$ cat config.mk
export PLATFORM = sky130hd
export DESIGN_NAME = calendar_date_counter_weekday
export DESIGN_NICKNAME = d
export VERILOG_FILES = /design/src/sv/cdw_pkg.sv /design/src/sv/cdw_walk.sv /design/src/sv/calendar_date_counter_weekday.sv
export SDC_FILE = /design/constraint.sdc
export NUM_CORES = 1
export LEC_CHECK = 0
export ABC_AREA = 1
export BUFFER_PORTS_ARGS = -buffer_cell sky130_fd_sc_hd__buf_2
export CORE_UTILIZATION = 56
export DETAILED_ROUTE_END_ITERATION = 7
export PLACE_DENSITY_LB_ADDON = 0.12
export SYNTH_ARGS = -nofsm -noshare
export SYNTH_HDL_FRONTEND = slang
export SYNTH_SLANG_ARGS = --single-unit
$ cat constraint.sdc
create_clock -name clk -period 5.65 [get_ports clk]
set_input_delay 0.565 -clock clk [delete_from_list [all_inputs] [get_ports clk]]
set_output_delay 0.565 -clock clk [all_outputs]
set_load 0.02 [all_outputs]
$ cat src/sv/cdw_pkg.sv
// ----------------------------------------------------------------------------
// cdw_pkg
// Shared types, constants and calendar helpers for the calendar date counter.
// ----------------------------------------------------------------------------
package cdw_pkg;

  localparam int YEAR_W       = 14;
  localparam int DAY_W        = 5;
  localparam int MONTH_W      = 4;
  localparam int WD_W         = 3;
  localparam int YEAR_MAX_DEF = 9999;

  localparam logic [YEAR_W-1:0]  CUTOVER_YEAR = 14'd1916;
  localparam logic [MONTH_W-1:0] MONTH_FEB    = 4'd2;
  localparam logic [MONTH_W-1:0] MONTH_MAR    = 4'd3;
  localparam logic [MONTH_W-1:0] MONTH_APR    = 4'd4;
  localparam logic [MONTH_W-1:0] MONTH_DEC    = 4'd12;
  localparam logic [DAY_W-1:0]   DAY_SKIP_TO  = 5'd14;
  localparam logic [DAY_W-1:0]   DAY_LAST_MAR = 5'd31;
  localparam logic [WD_W-1:0]    WD_SAT       = 3'd6;
  localparam logic [WD_W-1:0]    WD_SUN       = 3'd7;
  localparam logic [6:0]         C100_LAST    = 7'd99;
  localparam logic [8:0]         C400_LAST    = 9'd399;

  typedef enum logic [1:0] {
    ST_IDLE,
    ST_WALK,
    ST_FIN
  } state_t;

  typedef enum logic {
    CMD_SET  = 1'b0,
    CMD_NEXT = 1'b1
  } cmd_t;

  typedef struct packed {
    logic       done;
    logic       leap;
    logic [2:0] acc;
    logic [1:0] c4;
    logic [6:0] c100;
    logic [8:0] c400;
  } walk_res_t;

  function automatic logic leap_f(input logic [YEAR_W-1:0] yr, input logic [1:0] c4,
                                  input logic [6:0] c100, input logic [8:0] c400);
    logic l;
    if (yr <= CUTOVER_YEAR) begin
      l = (c4 == 2'd0);
    end else begin
      l = ((c4 == 2'd0) && (c100 != 7'd0)) || (c400 == 9'd0);
    end
    return l;
  endfunction

  function automatic logic [DAY_W-1:0] month_len_f(input logic [MONTH_W-1:0] m,
                                                   input logic leap);
    logic [DAY_W-1:0] n;
    unique case (m)
      4'd2:                      n = leap ? 5'd29 : 5'd28;
      4'd4, 4'd6, 4'd9, 4'd11:   n = 5'd30;
      default:                   n = 5'd31;
    endcase
    return n;
  endfunction

  function automatic logic [2:0] days_before_mod7_f(input logic [MONTH_W-1:0] m);
    logic [2:0] r;
    unique case (m)
      4'd2:    r = 3'd3;
      4'd3:    r = 3'd3;
      4'd4:    r = 3'd6;
      4'd5:    r = 3'd1;
      4'd6:    r = 3'd4;
      4'd7:    r = 3'd6;
      4'd8:    r = 3'd2;
      4'd9:    r = 3'd5;
      4'd10:   r = 3'd0;
      4'd11:   r = 3'd3;
      4'd12:   r = 3'd5;
      default: r = 3'd0;
    endcase
    return r;
  endfunction

  function automatic logic [2:0] mod7_f(input logic [5:0] v);
    logic [5:0] t;
    t = v;
    for (int i = 0; i < 7; i++) begin
      if (t >= 6'd7) begin
        t = t - 6'd7;
      end
    end
    return t[2:0];
  endfunction

endpackage

$ cat src/sv/cdw_walk.sv
// ----------------------------------------------------------------------------
// cdw_walk
// Year walker: steps one year per cycle from year 1 to the target year,
// tracking year mod 4/100/400 and the weekday offset mod 7.
// ----------------------------------------------------------------------------
module cdw_walk
  import cdw_pkg::*;
(
  input  logic              clk,
  input  logic              rst_n,
  input  logic              start,
  input  logic [YEAR_W-1:0] target_year,
  output walk_res_t         res
);

  logic              busy_r, busy_nxt;
  logic [YEAR_W-1:0] tgt_r, tgt_nxt;
  logic [YEAR_W-1:0] yr_r, yr_nxt;
  logic [1:0]        c4_r, c4_nxt;
  logic [6:0]        c100_r, c100_nxt;
  logic [8:0]        c400_r, c400_nxt;
  logic [2:0]        acc_r, acc_nxt;
  logic              leap_cur;
  logic              at_tgt;
  logic [3:0]        acc_sum;

  assign leap_cur = leap_f(yr_r, c4_r, c100_r, c400_r);
  assign at_tgt   = (yr_r == tgt_r);
  assign acc_sum  = {1'b0, acc_r} + (leap_cur ? 4'd2 : 4'd1);

  always_comb begin
    busy_nxt = busy_r;
    tgt_nxt  = tgt_r;
    yr_nxt   = yr_r;
    c4_nxt   = c4_r;
    c100_nxt = c100_r;
    c400_nxt = c400_r;
    acc_nxt  = acc_r;
    if (start) begin
      busy_nxt = 1'b1;
      tgt_nxt  = target_year;
      yr_nxt   = 14'd1;
      c4_nxt   = 2'd1;
      c100_nxt = 7'd1;
      c400_nxt = 9'd1;
      acc_nxt  = 3'd0;
    end else if (busy_r) begin
      if (at_tgt) begin
        busy_nxt = 1'b0;
      end else begin
        yr_nxt   = yr_r + 14'd1;
        c4_nxt   = c4_r + 2'd1;
        c100_nxt = (c100_r == C100_LAST) ? 7'd0 : c100_r + 7'd1;
        c400_nxt = (c400_r == C400_LAST) ? 9'd0 : c400_r + 9'd1;
        acc_nxt  = (acc_sum >= 4'd7) ? 3'(acc_sum - 4'd7) : acc_sum[2:0];
      end
    end
  end

  always_ff @(posedge clk) begin
    if (!rst_n) begin
      busy_r <= 1'b0;
    end else begin
      busy_r <= busy_nxt;
    end
    tgt_r  <= tgt_nxt;
    yr_r   <= yr_nxt;
    c4_r   <= c4_nxt;
    c100_r <= c100_nxt;
    c400_r <= c400_nxt;
    acc_r  <= acc_nxt;
  end

  assign res.done = busy_r && at_tgt;
  assign res.leap = leap_cur;
  assign res.acc  = acc_r;
  assign res.c4   = c4_r;
  assign res.c100 = c100_r;
  assign res.c400 = c400_r;

endmodule

$ cat src/sv/calendar_date_counter_weekday.sv
// ----------------------------------------------------------------------------
// calendar_date_counter_weekday
// Calendar date and weekday counter with Julian/Gregorian cutover in 1916.
//
//   channel | ports              | tdata / tuser
//   input   | in_tvalid/tready   | tdata: set_day, set_month, set_year; tuser: cmd
//   result  | out_tvalid/tready  | tdata: cur_day, cur_month, cur_year, weekday
//
// A next-day result is registered as the transaction is accepted. In a set transaction
// the year walker steps one year per cycle from year 1 to the sanitized set_year.
// One transaction at a time; a result waiting on the output holds off the next
// input transaction unless it is taken in the same cycle.
// Reset gives 1.1.1, Saturday.
// ----------------------------------------------------------------------------
module calendar_date_counter_weekday
  import cdw_pkg::*;
#(
  parameter int YEAR_MAX = YEAR_MAX_DEF
) (
  input  logic        clk,
  input  logic        rst_n,
  input  logic        in_tvalid,
  output logic        in_tready,
  input  logic [23:0] in_tdata,   // set_day[4:0], set_month[8:5], set_year[22:9]
  input  logic        in_tuser,   // cmd
  output logic        out_tvalid,
  input  logic        out_tready,
  output logic [31:0] out_tdata   // cur_day[4:0], cur_month[8:5], cur_year[22:9],
                                  // weekday[25:23]
);

  localparam logic [YEAR_W-1:0] YMAX = YEAR_W'(YEAR_MAX);

  state_t             state_r, state_nxt;
  logic               out_valid_r, out_valid_nxt;
  logic [DAY_W-1:0]   day_r, day_nxt;
  logic [MONTH_W-1:0] month_r, month_nxt;
  logic [YEAR_W-1:0]  year_r, year_nxt;
  logic [WD_W-1:0]    wd_r, wd_nxt;
  logic [1:0]         c4_r, c4_nxt;
  logic [6:0]         c100_r, c100_nxt;
  logic [8:0]         c400_r, c400_nxt;
  logic [DAY_W-1:0]   sd_r, sd_nxt;
  logic [MONTH_W-1:0] sm_r, sm_nxt;
  logic [YEAR_W-1:0]  sy_r, sy_nxt;
  logic [5:0]         sum_r, sum_nxt;
  logic               walk_kick_r;

  logic               in_fire;
  logic               walk_start;
  walk_res_t          walk_res;
  logic [DAY_W-1:0]   in_day;
  logic [MONTH_W-1:0] in_month;
  logic [YEAR_W-1:0]  in_year;
  logic [YEAR_W-1:0]  in_year_ok;
  logic               cur_leap;
  logic [DAY_W-1:0]   cur_len;
  logic [DAY_W-1:0]   set_len;
  logic [DAY_W-1:0]   set_day_ok;
  logic               skip_adj;
  logic [WD_W-1:0]    wd_inc;

  assign in_day   = in_tdata[4:0];
  assign in_month = in_tdata[8:5];
  assign in_year  = in_tdata[22:9];

  assign in_tready = (state_r == ST_IDLE) && (!out_valid_r || out_tready);
  assign in_fire   = in_tvalid && in_tready;
  assign in_year_ok = ((in_year == '0) || (in_year > YMAX)) ? 14'd1 : in_year;

  assign cur_leap = leap_f(year_r, c4_r, c100_r, c400_r);
  assign cur_len  = month_len_f(month_r, cur_leap);
  assign wd_inc   = (wd_r == WD_SUN) ? 3'd1 : wd_r + 3'd1;

  assign set_len  = month_len_f(sm_r, walk_res.leap);
  assign skip_adj = (sy_r > CUTOVER_YEAR) || ((sy_r == CUTOVER_YEAR) && (sm_r >= MONTH_APR));

  assign walk_start = walk_kick_r;

  always_comb begin
    set_day_ok = sd_r;
    if ((sd_r == '0) || (sd_r > set_len)) begin
      set_day_ok = 5'd1;
    end
    if ((sy_r == CUTOVER_YEAR) && (sm_r == MONTH_APR) && (set_day_ok < DAY_SKIP_TO)) begin
      set_day_ok = DAY_SKIP_TO;
    end
  end

  cdw_walk u_walk (
    .clk         (clk),
    .rst_n       (rst_n),
    .start       (walk_start),
    .target_year (sy_r),
    .res         (walk_res)
  );

  always_comb begin
    state_nxt     = state_r;
    out_valid_nxt = out_valid_r && !out_tready;
    day_nxt       = day_r;
    month_nxt     = month_r;
    year_nxt      = year_r;
    wd_nxt        = wd_r;
    c4_nxt        = c4_r;
    c100_nxt      = c100_r;
    c400_nxt      = c400_r;
    sd_nxt        = sd_r;
    sm_nxt        = sm_r;
    sy_nxt        = sy_r;
    sum_nxt       = sum_r;
    unique case (state_r)
      ST_IDLE: begin
        if (in_fire) begin
          if (cmd_t'(in_tuser) == CMD_SET) begin
            sd_nxt    = in_day;
            sm_nxt    = ((in_month == '0) || (in_month > MONTH_DEC)) ? 4'd1 : in_month;
            sy_nxt    = in_year_ok;
            state_nxt = ST_WALK;
          end else begin
            out_valid_nxt = 1'b1;
            wd_nxt        = wd_inc;
            if ((year_r == CUTOVER_YEAR) && (month_r == MONTH_MAR) &&
                (day_r == DAY_LAST_MAR)) begin
              day_nxt   = DAY_SKIP_TO;
              month_nxt = MONTH_APR;
            end else if (day_r >= cur_len) begin
              day_nxt = 5'd1;
              if (month_r == MONTH_DEC) begin
                month_nxt = 4'd1;
                if (year_r >= YMAX) begin
                  year_nxt = 14'd1;
                  c4_nxt   = 2'd1;
                  c100_nxt = 7'd1;
                  c400_nxt = 9'd1;
                  wd_nxt   = WD_SAT;
                end else begin
                  year_nxt = year_r + 14'd1;
                  c4_nxt   = c4_r + 2'd1;
                  c100_nxt = (c100_r == C100_LAST) ? 7'd0 : c100_r + 7'd1;
                  c400_nxt = (c400_r == C400_LAST) ? 9'd0 : c400_r + 9'd1;
                end
              end else begin
                month_nxt = month_r + 4'd1;
              end
            end else begin
              day_nxt = day_r + 5'd1;
            end
          end
        end
      end
      ST_WALK: begin
        if (walk_res.done) begin
          sd_nxt    = set_day_ok;
          sum_nxt   = 6'd5 + {3'd0, walk_res.acc} + {5'd0, skip_adj}
                    + {3'd0, days_before_mod7_f(sm_r)}
                    + {5'd0, (sm_r > MONTH_FEB) && walk_res.leap}
                    + {1'b0, set_day_ok} - 6'd1;
          state_nxt = ST_FIN;
        end
      end
      ST_FIN: begin
        day_nxt       = sd_r;
        month_nxt     = sm_r;
        year_nxt      = sy_r;
        wd_nxt        = mod7_f(sum_r) + 3'd1;
        c4_nxt        = walk_res.c4;
        c100_nxt      = walk_res.c100;
        c400_nxt      = walk_res.c400;
        out_valid_nxt = 1'b1;
        state_nxt     = ST_IDLE;
      end
      default: begin
        state_nxt = ST_IDLE;
      end
    endcase
  end

  always_ff @(posedge clk) begin
    if (!rst_n) begin
      state_r     <= ST_IDLE;
      out_valid_r <= 1'b0;
      walk_kick_r <= 1'b0;
      day_r       <= 5'd1;
      month_r     <= 4'd1;
      year_r      <= 14'd1;
      wd_r        <= WD_SAT;
      c4_r        <= 2'd1;
      c100_r      <= 7'd1;
      c400_r      <= 9'd1;
    end else begin
      state_r     <= state_nxt;
      out_valid_r <= out_valid_nxt;
      walk_kick_r <= (state_r == ST_IDLE) && (state_nxt == ST_WALK);
      day_r       <= day_nxt;
      month_r     <= month_nxt;
      year_r      <= year_nxt;
      wd_r        <= wd_nxt;
      c4_r        <= c4_nxt;
      c100_r      <= c100_nxt;
      c400_r      <= c400_nxt;
    end
    sd_r  <= sd_nxt;
    sm_r  <= sm_nxt;
    sy_r  <= sy_nxt;
    sum_r <= sum_nxt;
  end

  assign out_tvalid = out_valid_r;
  assign out_tdata  = {6'd0, wd_r, year_r, month_r, day_r};

endmodule

Word-level counts from Yosys, hierarchy flattened
Memories as Yosys holds them, arrays and structs flattened. A register that Yosys moved wholly into a read port is not among the register bits. Index checks and enable logic that the tools add are counted.

Flip-flop bits (word level): 127. ROM bits: 48. Input bits: 29. Word-level logic and storage cells: 238. Memories kept: 1.

$add $sub $neg: 27. $lt $le $gt $ge: 19. Equality and inequality tests: 32. Multiplexer cells: 93. Bitwise operators: 2. Reductions and logical operators: 43.

Memory list: (name not given) (depth 16, width 3, rd ports 1, clocked after Yosys merged registers in 1, wr ports 0, RTL line cdw_pkg.sv:69) `unique case (m)`.

Operators with widths (number): 14-bit two-way mux (6); 6-bit two-way mux (12); 9-bit two-way mux (8); 7-bit two-way mux (8); 5-bit two-way mux (9); 6-bit by 3-bit >= comparator with 1-bit output, second input constant (7); 3-bit two-way mux (12); 6-bit by 3-bit subtractor with 6-bit output, second input constant (6); 14-bit by 1-bit adder with 14-bit output, second input constant (2); 14-bit by 11-bit == test with 1-bit output, second input constant (2); 14-bit by 11-bit less-or-equal comparator with 1-bit output, second input constant (2); 4-bit two-way mux (7); 14-bit one-hot mux with 2 select lines (1); 4-bit == test, second input constant (5); 2-bit two-way mux (10); 5-bit one-hot mux with 2 select lines (2); 9-bit by 1-bit adder with 9-bit output, second input constant (2); 9-bit == test, second input constant (2); 9-bit logical NOT (2); 9-bit one-hot mux with 2 select lines (1); 4-bit by 3-bit == test with 1-bit output, second input constant (4); 2-bit one-hot mux with 2 select lines (4); 7-bit by 1-bit adder with 7-bit output, second input constant (2); 14-bit == test (1); other kinds (50) (99).

Longest topological paths before layout
Gate-level depths: netlist of the first run.

Depth after elaboration: 23. Gate-level depth with buffers: 47. Gate-level depth less buffers: 47.

Modules after synthesis
A second synthesis of the first run with hierarchy kept.

Cells, all modules: 1288. Area, all modules: 9147.5 µm².

By module, submodules not included: calendar_date_counter_weekday (times used 1, cells an instance 860, area an instance 6193.4 µm², sequential area each 1891.8 µm²); cdw_walk (times used 1, cells an instance 428, area an instance 2954.1 µm², sequential area each 1141.1 µm²).

Least setup slack after synthesis of the first run
Ideal clock, no wire load.

Path type: flip-flop to flip-flop. Start: register sum_r[0]. End: register wd_r[1]. Library setup time: 135 ps. Data arrival time: 5554 ps. Required time: 5515 ps. Slack: -39 ps. Cell stages (with the launch flop): 41. Clock period less this slack: 5689 ps. Cells stage by stage: edfxtp_1 > ha_1 > nand2_2 > nand3_4 > nand2_2 > nand2_2 > inv_2 > ha_1 > nand3_4 > nand2_4 > nand2_1 > nand2_2 > ha_1 > nand3_2 > nand3_4 > nand2_1 > nand2_2 > ha_1 > (+5 left out) > ha_1 > nand3_2 > nand3_4 > nand2_1 > nand2_2 > ha_1 > nand3_2 > nand4_2 > o21ai_0 > ha_1 > nand3_1 > nand2_1 > inv_2 > nand2_1 > nand2_1 > ha_1 > o22ai_1 > o21ai_0.

Longest elaborated chain between the ends: 23.

Ends and longest elaborated chain: start: declaration (RTL line calendar_date_counter_weekday.sv:46) `logic [5:0] sum_r, sum_nxt;`; start signal: assignment (RTL line calendar_date_counter_weekday.sv:206) `sum_r <= sum_nxt;`; 6-bit by 3-bit subtractor with 6-bit output or 6-bit by 3-bit >= comparator with 1-bit output (tied branches) (RTL line cdw_pkg.sv:91, cdw_pkg.sv:90); 6-bit two-way mux * (RTL line cdw_pkg.sv:90) `if (t >= 6'd7) begin`; 6-bit two-way mux * (RTL line calendar_date_counter_weekday.sv:112) `unique case (state_r)`; 6-bit by 3-bit subtractor with 6-bit output or 6-bit by 3-bit >= comparator with 1-bit output (tied branches) (RTL line cdw_pkg.sv:91, cdw_pkg.sv:90); 6-bit two-way mux * (RTL line cdw_pkg.sv:90); 6-bit two-way mux * (RTL line calendar_date_counter_weekday.sv:112); 6-bit by 3-bit subtractor with 6-bit output or 6-bit by 3-bit >= comparator with 1-bit output (tied branches) (RTL line cdw_pkg.sv:91, cdw_pkg.sv:90); 6-bit two-way mux * (RTL line cdw_pkg.sv:90); (+7 left out); 6-bit by 3-bit subtractor with 6-bit output or 6-bit by 3-bit >= comparator with 1-bit output (tied branches) (RTL line cdw_pkg.sv:91, cdw_pkg.sv:90); 6-bit two-way mux * (RTL line cdw_pkg.sv:90); 6-bit two-way mux * (RTL line calendar_date_counter_weekday.sv:112); 6-bit by 3-bit >= comparator with 1-bit output or 3-bit subtractor (tied branches) (RTL line cdw_pkg.sv:90, cdw_pkg.sv:91); 3-bit two-way mux * (RTL line cdw_pkg.sv:90); 3-bit two-way mux * (RTL line calendar_date_counter_weekday.sv:112); 3-bit by 1-bit adder with 3-bit output * (RTL line calendar_date_counter_weekday.sv:166) `wd_nxt = mod7_f(sum_r) + 3'd1;`; 3-bit one-hot mux with 2 select lines * (RTL line calendar_date_counter_weekday.sv:112); end signal: assignment (RTL line calendar_date_counter_weekday.sv:198) `wd_r <= wd_nxt;`; end: declaration (RTL line calendar_date_counter_weekday.sv:39) `logic [WD_W-1:0] wd_r, wd_nxt;`.

Every way passes the cells marked *; elsewhere a longest branch is shown, timed or not. The select of a mux whose other input is x is not followed. A chain may end at the register's enable or synchronous reset.

Worst setup path after layout of the first run
Start: register sum_r[1]. End: register wd_r[1].

Same word-level chain as after synthesis.

==> results of run 1 <==
placed cells by master, fill, tap and decap left out, drive strengths merged, types with 5 or more instances in the layout:
cell type	n
nand2	227
inv	196
nor2	93
dfxtp	87
buf	83
o21ai	81
nand3	79
a21oi	72
ha	46
edfxtp	43
nand4	40
nor3	33
xor2	19
clkbuf	19
or2	16
a221oi	15
nor4	11
o211ai	10
clkinv	8
a211oi	7
a31oi	6
nor3b	6
fa	6
conb	6
o22ai	5
xnor2	5
clkinvlp	5
critical path, delay by kind of cell, from the launching register on:
family,cells,cell delay (ns)
compound gates,3,0.32
xor+xnor,1,0.21
fa+ha+maj,8,1.63
buf+inv,4,0.25
flops,1,0.39
simple gates,25,2.31
worst paths after layout:
| check | startpoint | endpoint | slack, ns | cells after the start |
|---|---|---|---|---|
| worst max-delay path | sum_r[1] | wd_r[1] | 0.37 | 41 |
| worst min-delay path | in_tdata[0] | sd_r[0] | 0.41 | 3 |
| worst max register to register | sum_r[1] | wd_r[1] | 0.37 | 41 |
| worst min register to register | c4_r[1] | c4_r[1] | 0.48 | 2 |
layout make-up:
class	count	area, um2
Clock buffer	19	433
Clock inverter	13	138
Fill cell	1312	4870
Inverter	198	751
Multi-Input combinational cell	806	4820
Sequential cell	130	3030
Tap cell	184	230
Timing Repair Buffer	83	485
cell usage after synthesis (17+ instances only):
library cell    n  area, um2
nor3_1         33        165
nand4_1        38        238
inv_1         182        683
clkbuf_1       17       63.8
nor2_1         89        334
nand2_1       202        758
nand3_1        64        320
ha_1           46        576
dfxtp_1        87       1740
a21oi_1        70        350
xor2_1         18        158
edfxtp_1       43       1290
nand2_2        22        138
o21ai_0        77        385
repair_timing:
item / in CTS / in global routing
gates resized for setup: 1 / 17
buffers inserted: 0 / 6
hold buffers: 0 / 0
pin swaps: 0 / 7
setup endpoints to repair: 1 / 3
sequential cells by signal (all words and copies together), names as in the netlist, 7 cells and up, named ones only:
name and flops:
sy_r 14, u_walk.tgt_r 14, u_walk.yr_r 14, year_r 14, c400_r 9, u_walk.c400_r 9, c100_r 7, u_walk.c100_r 7
power by group:
group / internal (W) / switching (W) / total (W) / leakage [nW]
clock: 0.000648 / 0.000421 / 0.00107 / 0.263
combinational: 0.000175 / 0.000259 / 0.000434 / 3.04
sequential: 0.00105 / 0.0000597 / 0.00111 / 1.11
logic make-up (layout without fill, tap and decap cells):
family	Yosys count	count (layout)	share of synthesized area, %
other	1	6	0.0435
buffers and inverters	224	313	10.1
XOR/XNOR	24	24	2.53
adder cells (fa/ha/maj)	52	52	8.07
flip-flops	130	130	35.2
AND/OR/NAND/NOR	510	510	29.2
AO/OA/AOI/OAI	214	214	14.8
layer usage:
| metal | GRT usage, % | vias to the layer above | share of wire (%) |
|---|---|---|---|
| met5 | 0 | - | 0 |
| met4 | 7.44 | 0 | 1.1 |
| met3 | 5.95 | 20 | 6.3 |
| met2 | 44.3 | 245 | 47 |
| met1 | 35.8 | 3615 | 45 |
| li1 | - | 4059 | - |
per-stage QoR:
stage / std cells / utilization [%] / total power (W) / setup TNS [ns] / area [um2]
global placement: 1395 / 62.3 / 0.00154 / 0 / 9190
global route: 1433 / 67.0 / 0.00276 / -0.0704 / 9890
finish: 1433 / 67.0 / 0.00261 / 0 / 9890
detailed placement: 1395 / 62.3 / 0.00156 / 0 / 9190
floorplan: 1160 / - / 0.00144 / 0 / 8640
CTS: 1427 / 66.2 / 0.00263 / 0 / 9770
==> results_dict.tcl, run 1 <==
set metrics [dict create \
    outcome "finished clean" \
    synth_edf_count 43 \
    worstHoldPathType "input pin to flip-flop" \
    path_common_cell "nand3_4" \
    dieWidth_um 126 \
    max_slew_margin_pct 47.7 \
    wirelength_um 20200 \
    synthCells 1155 \
    route.detailed.drc 0 \
    worstPathArrival_ns 5.56 \
    drt.antenna.violating_nets 0 \
    p_per_area_nw_per_um2 264 \
    drive_gt1_share_pct 16.5 \
    worst_slack_ns 0.371 \
    grt_pass1_wl_um 34200 \
    num_rows 44 \
    clk_pin_slew_ns 0.06 \
    htreeDepth 4 \
    clk_latency_ns 0.43 \
    routedWlPerCell_um 14.1 \
    path_class "flip-flop to flip-flop" \
    async_reset_ff_share_pct 0 \
    netlist_area_um2 8620 \
    cts.root.buffer_cell "clkbuf_16" \
    whs_ns 0.412 \
    startpoint_type "flip-flop" \
    slew_viol_final 0 \
    grt_max_degree 36 \
    port-buffer-count 55 \
    required_ns 5.93 \
    via_per_inst 5.54 \
    fin_crit_sh_pct 93.4 \
    pre_cts_ws_ns 0.0260 \
    power_leakage_nw 4.41 \
    synthFlopType "dfxtp_1" \
    die_height_um 126 \
    syn2layout_area_growth_pct 14.7 \
    die-area_um2 15900 \
    ys_types 57 \
    pin_count 63 \
    synth_warnings 0 \
    worstSetupEndpointType "flip-flop" \
    synth_seq_cells 130 \
    maxCapViolations 0 \
    finalSetupViolCount 0 \
    cts_sinks 130 \
    nets 1317 \
    diodes 0 \
    cp_slowest_cell "edfxtp_1" \
    grt_pass1_vias 7190 \
    finalCriticalPeriod_ns 5.28 \
    gp_congestion 0.856 \
    ir_worst_vdd_mv 0.264 \
    finClkSkew_ns 0.0126 \
    antenna_found_initial 0 \
    drtIter0Drc 442 \
    cts_buffers 17 \
    fmax_mhz 189 \
    core_um2 14800 \
    final_hold_viol_count 0 \
    hpwl_um 14900 \
    start_util_pct 58.4 \
    cp_max_fo 8 \
    clockBufferDepth 2 \
    max_stage_delay_ns 0.39 \
    seq_area_frac_synth_pct 35.2 \
    firstDrtPassIters 5 \
    cts_tree "done" \
    dr_total_vias 7939 \
    worst_pin_slew_ns 0.776 \
    grt_use_total_pct 27.0 \
    syn_avg_cell_area_um2 7.46 \
    grt-ovfl-total 0 \
]
Power figures use the tool's default switching activity.
==> inputs of run 2 (changes only) <==
--- a/config.mk
+++ b/config.mk
@@ -5,7 +5,6 @@
 export SDC_FILE = /design/constraint.sdc
 export NUM_CORES = 1
 export LEC_CHECK = 0
-export ABC_AREA = 1
 export BUFFER_PORTS_ARGS = -buffer_cell sky130_fd_sc_hd__buf_2
 export CORE_UTILIZATION = 56
 export DETAILED_ROUTE_END_ITERATION = 7
==> results_dict.tcl, run 2 <==
set metrics [dict create \
    startpoint_type "flip-flop" \
    max_slew_margin_pct 39.9 \
    synth_warnings 0 \
    die_height_um 129 \
    dieWidth_um 129 \
    max_stage_delay_ns 0.43 \
    syn_avg_cell_area_um2 8.47 \
    rsz0062_at_grt "true" \
    cts.root.buffer_cell "clkbuf_16" \
    ir_worst_vdd_mv 0.260 \
    cts_tree "done" \
    grt-ovfl-total 0 \
    cts_buffers 17 \
    netlist_area_um2 9050 \
    port-buffer-count 55 \
    p_per_area_nw_per_um2 240 \
    ys_types 95 \
    drive_gt1_share_pct 26.9 \
    outcome "finished, violations left" \
    synth_commonest_cells "nor2_1, nand2_1, dfxtp_1" \
    wirelength_um 24600 \
    worst_pin_slew_ns 0.900 \
    cp_max_fo 6 \
    grt_use_total_pct 30.7 \
    die-area_um2 16700 \
    core_um2 15800 \
    finalCriticalPeriod_ns 6.59 \
    drtIter0Drc 560 \
    whs_ns 0.436 \
    finClkSkew_ns 0.00729 \
    route.detailed.drc 1 \
    slew_viol_final 0 \
    cp_top_family "simple AND/OR/NAND/NOR gates" \
    clockBufferDepth 2 \
    grt_max_degree 39 \
    power_leakage_nw 4.88 \
    cp_num_buf_inv 3 \
    fin_crit_sh_pct 117 \
    grt_pass1_wl_um 40300 \
    routedWlPerCell_um 16.4 \
    diodes 0 \
    finalSetupViolCount 3 \
    hpwl_um 17800 \
    synth_top_area_share_pct 19.3 \
    synth_seq_cells 130 \
    async_reset_ff_share_pct 0 \
    nets 1346 \
    final_hold_viol_count 0 \
    pre_cts_ws_ns -1.14 \
    path_common_cell "ha_4" \
    path_class "flip-flop to flip-flop" \
    num_rows 46 \
    fin_tns_setup_ns -2.32 \
    firstDrtPassIters 7 \
    synthCells 1068 \
    final_util_pct 73.6 \
    start_util_pct 57.2 \
    clk_pin_slew_ns 0.06 \
    worstHoldPathType "input pin to flip-flop" \
    dp.cells 1435 \
    layout_common_cells "buf_4, nor2_1, nand2_1" \
    via_per_inst 5.90 \
    yosysTopAreaCell "dfxtp_1" \
    seq_area_frac_synth_pct 33.5 \
    worstPathArrival_ns 6.88 \
    dr_total_vias 8818 \
    grt_pass1_vias 8428 \
    worst_slack_ns -0.942 \
    clk_latency_ns 0.42 \
    synthFlopType "dfxtp_1" \
    drt.antenna.violating_nets 0 \
    final_cells 1494 \
    pin_count 63 \
    gp_congestion 0.890 \
    required_ns 5.94 \
    synth_edf_count 43 \
    synthTopCellsByArea "dfxtp_1, edfxtp_1, ha_1" \
    worstSetupEndpointType "flip-flop" \
    antenna_found_initial 0 \
    cts_hold_buf 0 \
    synth.most_common_cell "nor2_1" \
    mostFrequentLayoutCell "buf_4" \
    cp_slowest_cell "edfxtp_1" \
    syn2layout_area_growth_pct 28.7 \
    violations "DRC, setup timing" \
    fmax_mhz 152 \
    cts_sinks 130 \
    maxCapViolations 0 \
    htreeDepth 4 \
]
## run 2: changes by cell type after synthesis, moves of 16 or more
cell | previous run | this run
and2_1 | 1 | 19
nand2_1 | 202 | 96
o21ai_0 | 77 | 53
nand2_2 | 22 | 2
nor2_1 | 89 | 123
nor2b_1 | 0 | 16
inv_1 | 182 | 55
and3_1 | 0 | 24
nand3_1 | 64 | 39
xor2_1 | 18 | 35
## run 2: area by class of cell
class	instances	area, um2
Clock buffer	18	429
Clock inverter	14	165
Fill cell	1205	4180
Inverter	57	216
Multi-Input combinational cell	838	5990
Sequential cell	130	3030
Tap cell	216	270
Timing Repair Buffer	221	1540
## run 2: final timing paths
check / slack [ns] / end / cells after the start / from
worst max register to register: -0.94 / wd_r[2] / 36 / sum_r[0]
worst min register to register: 0.47 / c4_r[1] / 2 / c4_r[1]
worst min-delay path: 0.44 / sy_r[1] / 2 / in_tdata[10]
worst max-delay path: -0.94 / wd_r[2] / 36 / sum_r[0]
## run 2: where the power goes
| group | internal (W) | switching, W |
|---|---|---|
| sequential | 0.00106 | 0.0000830 |
| clock | 0.000691 | 0.000418 |
| combinational | 0.000249 | 0.000294 |
| total | 0.00200 | 0.000795 |
## run 2: what timing repair did
item,4_1_cts,5_1_grt
pin swaps,22,14
gates resized for setup,24,10
gates cloned,0,0
setup endpoints to repair,3,4
setup buffers,27,5
## run 2: kinds of logic (layout without fill, tap and decap cells)
| kind of cell | Yosys count | count (layout) | synth area share, % |
|---|---|---|---|
| compound gates | 263 | 263 | 21.0 |
| xor+xnor | 57 | 57 | 5.68 |
| simple gates | 440 | 440 | 24.5 |
| flops | 130 | 130 | 33.5 |
| fa+ha+maj | 52 | 52 | 7.69 |
| mux | 20 | 20 | 2.52 |
| buf+inv | 105 | 310 | 5.06 |
| other cells | 1 | 6 | 0.0414 |
## run 2: stage by stage
| step | power, W | cell area, um2 |
|---|---|---|
| after floorplan | 0.00154 | 9330 |
| after global placement | 0.00166 | 10700 |
| after detailed placement | 0.00169 | 10700 |
| after CTS | 0.00280 | 11600 |
| after global routing | 0.00294 | 11600 |
| final | 0.00279 | 11600 |
## run 2: worst reg2reg max path, delay by kind of cell, from the launching register on
family | cells | cell delay, ns
DFF | 1 | 0.43
AOI/OAI and AO/OA | 8 | 1.11
and+or+nand+nor | 11 | 1.74
muxes | 5 | 1.28
adders and majority gates | 7 | 1.26
xor gates and xnor gates | 2 | 0.34
buffers and inverters | 3 | 0.29
## run 2: layer usage
metal / track usage [%] / up-vias / share of wire [%]
met2: 52.9 / 280 / 49
met1: 37.9 / 4195 / 43
li1: - / 4288 / -
met4: 13.8 / 0 / 2.7
met5: 0 / - / 0
met3: 4.79 / 55 / 5.7
==> inputs of run 3 (changes only) <==
--- a/config.mk
+++ b/config.mk
@@ -11,4 +11,5 @@
 export PLACE_DENSITY_LB_ADDON = 0.12
 export SYNTH_ARGS = -nofsm -noshare
 export SYNTH_HDL_FRONTEND = slang
+export SYNTH_HIERARCHICAL = 1
 export SYNTH_SLANG_ARGS = --single-unit
==> results_dict.tcl, run 3 <==
set metrics [dict create \
    outcome "finished, violations left" \
    violations "setup timing" \
    fillCellCount 1264 \
    syn_avg_cell_area_um2 8.40 \
    layout_common_cells "buf_4, nor2_1, dfxtp_1" \
    yosysTopAreaCell "dfxtp_1" \
    slew_viol_final 0 \
    finClkSkew_ns 0.0107 \
    ys_types 95 \
    synth_commonest_cells "nor2_1, dfxtp_1, a21oi_1" \
    synthCells 1092 \
    async_reset_ff_share_pct 0 \
    finalPower_w 0.00270 \
    ir_worst_vdd_mv 0.257 \
    worst_slack_ns -1.79 \
    cp_num_buf_inv 3 \
    worstPathArrival_ns 7.79 \
    port-buffer-count 55 \
    grt-ovfl-total 0 \
    fin_crit_sh_pct 132 \
    worstHoldPathType "input pin to flip-flop" \
    cts.root.buffer_cell "clkbuf_16" \
    clockBufferDepth 2 \
    comb_power_share_pct 18.6 \
    routedWlPerCell_um 16.8 \
    synth_top_area_share_pct 19.0 \
    cp_max_fo 5 \
    grt_use_total_pct 29.6 \
    pre_cts_ws_ns -1.70 \
    power_switching_w 0.000750 \
    synth.most_common_cell "nor2_1" \
    syn2layout_area_growth_pct 25.8 \
    core_um2 15900 \
    mostFrequentLayoutCell "buf_4" \
    cts_hold_buf 0 \
    clk_latency_ns 0.43 \
    fmax_mhz 134 \
    grt_pass1_wl_um 39100 \
    dr_total_vias 9077 \
    clk_pin_slew_ns 0.06 \
    synthFlopType "dfxtp_1" \
    max_stage_delay_ns 0.43 \
    drt.antenna.violating_nets 0 \
    firstDrtPassIters 5 \
    wirelength_um 25100 \
    maxCapViolations 0 \
    synthTopCellsByArea "dfxtp_1, edfxtp_1, ha_1" \
    nets 1344 \
    cts_sinks 130 \
    diodes 0 \
    dieWidth_um 130 \
    drive_gt1_share_pct 26.0 \
    max_slew_margin_pct 18.1 \
    grt_max_degree 50 \
    whs_ns 0.428 \
    fin_tns_setup_ns -4.67 \
    rsz0062_at_grt "true" \
    worstSetupEndpointType "flip-flop" \
    num_rows 46 \
    pin_count 63 \
    route.detailed.drc 0 \
    final_hold_viol_count 0 \
    synth_warnings 6 \
    path_common_cell "ha_4" \
    cp_slowest_cell "edfxtp_1" \
    power_frac_clock_pct 40.0 \
    p_per_area_nw_per_um2 234 \
    die_height_um 130 \
    die-area_um2 16900 \
    p_int_w 0.00195 \
    netlist_area_um2 9180 \
    antenna_found_initial 0 \
    synth_seq_cells 130 \
    synth_edf_count 43 \
    htreeDepth 4 \
    grt_pass1_vias 8246 \
    seq_area_frac_synth_pct 33.1 \
    gp_congestion 0.898 \
    required_ns 6.00 \
    cts_tree "done" \
    worst_pin_slew_ns 1.22 \
    power_leakage_nw 4.64 \
    netSwitchingFraction_pct 27.8 \
    drtIter0Drc 597 \
    hpwl_um 17300 \
    startpoint_type "flip-flop" \
    cts_buffers 17 \
    finalSetupViolCount 3 \
    start_util_pct 57.6 \
    cp_top_family "compound AO/OA/AOI/OAI gates" \
    via_per_inst 6.08 \
    finalCriticalPeriod_ns 7.44 \
    path_class "flip-flop to flip-flop" \
    p_seq_share_pct 41.4 \
]
-- run 3: cell count changes in the layout (fill, tap and decap cells not counted), sizes merged, moves of 12 or more --
cell	delta
xor2	-15
or3	+12
buf	-15
o21ai	+12
nand2	-15
a21oi	+16
nor2	-29
-- run 3: repair_timing --
action	CTS	global route
setup buffers	23	9
pin swaps	26	10
resized for setup	11	32
setup endpoints to repair	3	4
cloned	0	0
-- run 3: area by class of cell --
class / count / area (um2) / share of cell area (%)
Multi-Input combinational cell: 850 / 5990 / 51.9
Sequential cell: 130 / 3040 / 26.3
Timing Repair Buffer: 206 / 1440 / 12.5
Clock buffer: 22 / 473 / 4.10
Tap cell: 216 / 270 / 2.34
Inverter: 58 / 218 / 1.89
Clock inverter: 10 / 109 / 0.943
-- run 3: cell families (layout without fill, tap and decap cells) --
family                     Yosys count  count (layout)  share of synthesized area [%]
AOI/OAI and AO/OA                  305             305                           22.4
xor gates and xnor gates            41              41                           4.00
adders and majority gates           52              52                           7.58
buffers and inverters              117             296                           5.79
DFF                                130             130                           33.1
muxes                               27              27                           3.14
other                                1               6                         0.0409
and+or+nand+nor                    419             419                           24.0
-- run 3: path summary, 6_finish.rpt --
check / depth (start not counted) / startpoint / to / slack (ns)
worst max-delay path: 36 / sum_r[0] / wd_r[2] / -1.79
worst min-delay path: 2 / in_tdata[14] / sy_r[5] / 0.43
worst max register to register: 36 / sum_r[0] / wd_r[2] / -1.79
worst min register to register: 2 / c4_r[1] / c4_r[1] / 0.48
-- run 3: stage by stage --
step | util (%) | area [um2] | cells
6_report | 72.4 | 11500 | 1492
4_1_cts | 71.1 | 11300 | 1484
3_5_place_dp | 66.1 | 10500 | 1429
3_3_place_gp | 66.1 | 10500 | 1429
2_1_floorplan | - | 9410 | 1097
5_1_grt | 72.4 | 11500 | 1492
-- run 3: layer usage --
| metal | routed length (um) | part of all wire [%] | GRT usage, % | vias up |
|---|---|---|---|---|
| li1 | - | - | - | 4399 |
| met1 | 10300 | 41 | 34.4 | 4370 |
| met2 | 13000 | 52 | 54.4 | 262 |
| met3 | 1190 | 4.8 | 4.14 | 46 |
| met4 | 641 | 2.6 | 12.5 | 0 |
| met5 | 0 | 0 | 0 | - |
-- run 3: worst register-to-register path, delay by kind of cell (launching register included) --
family	cells	cell delay, ns
AO/OA/AOI/OAI	14	2.67
flip-flops	1	0.43
multiplexers	4	1.34
adder cells (fa/ha/maj)	6	1.05
AND/OR/NAND/NOR	9	1.37
buffers and inverters	3	0.48
-- run 3: power by group through the flow --
stage	Combinational, W	Sequential [W]	Clock [W]
floorplan	0.000379	0.00111	0
global placement	0.000469	0.00113	0
detailed placement	0.000488	0.00113	0
CTS	0.000497	0.00111	0.00110
global route	0.000562	0.00112	0.00114
finish	0.000501	0.00112	0.00108
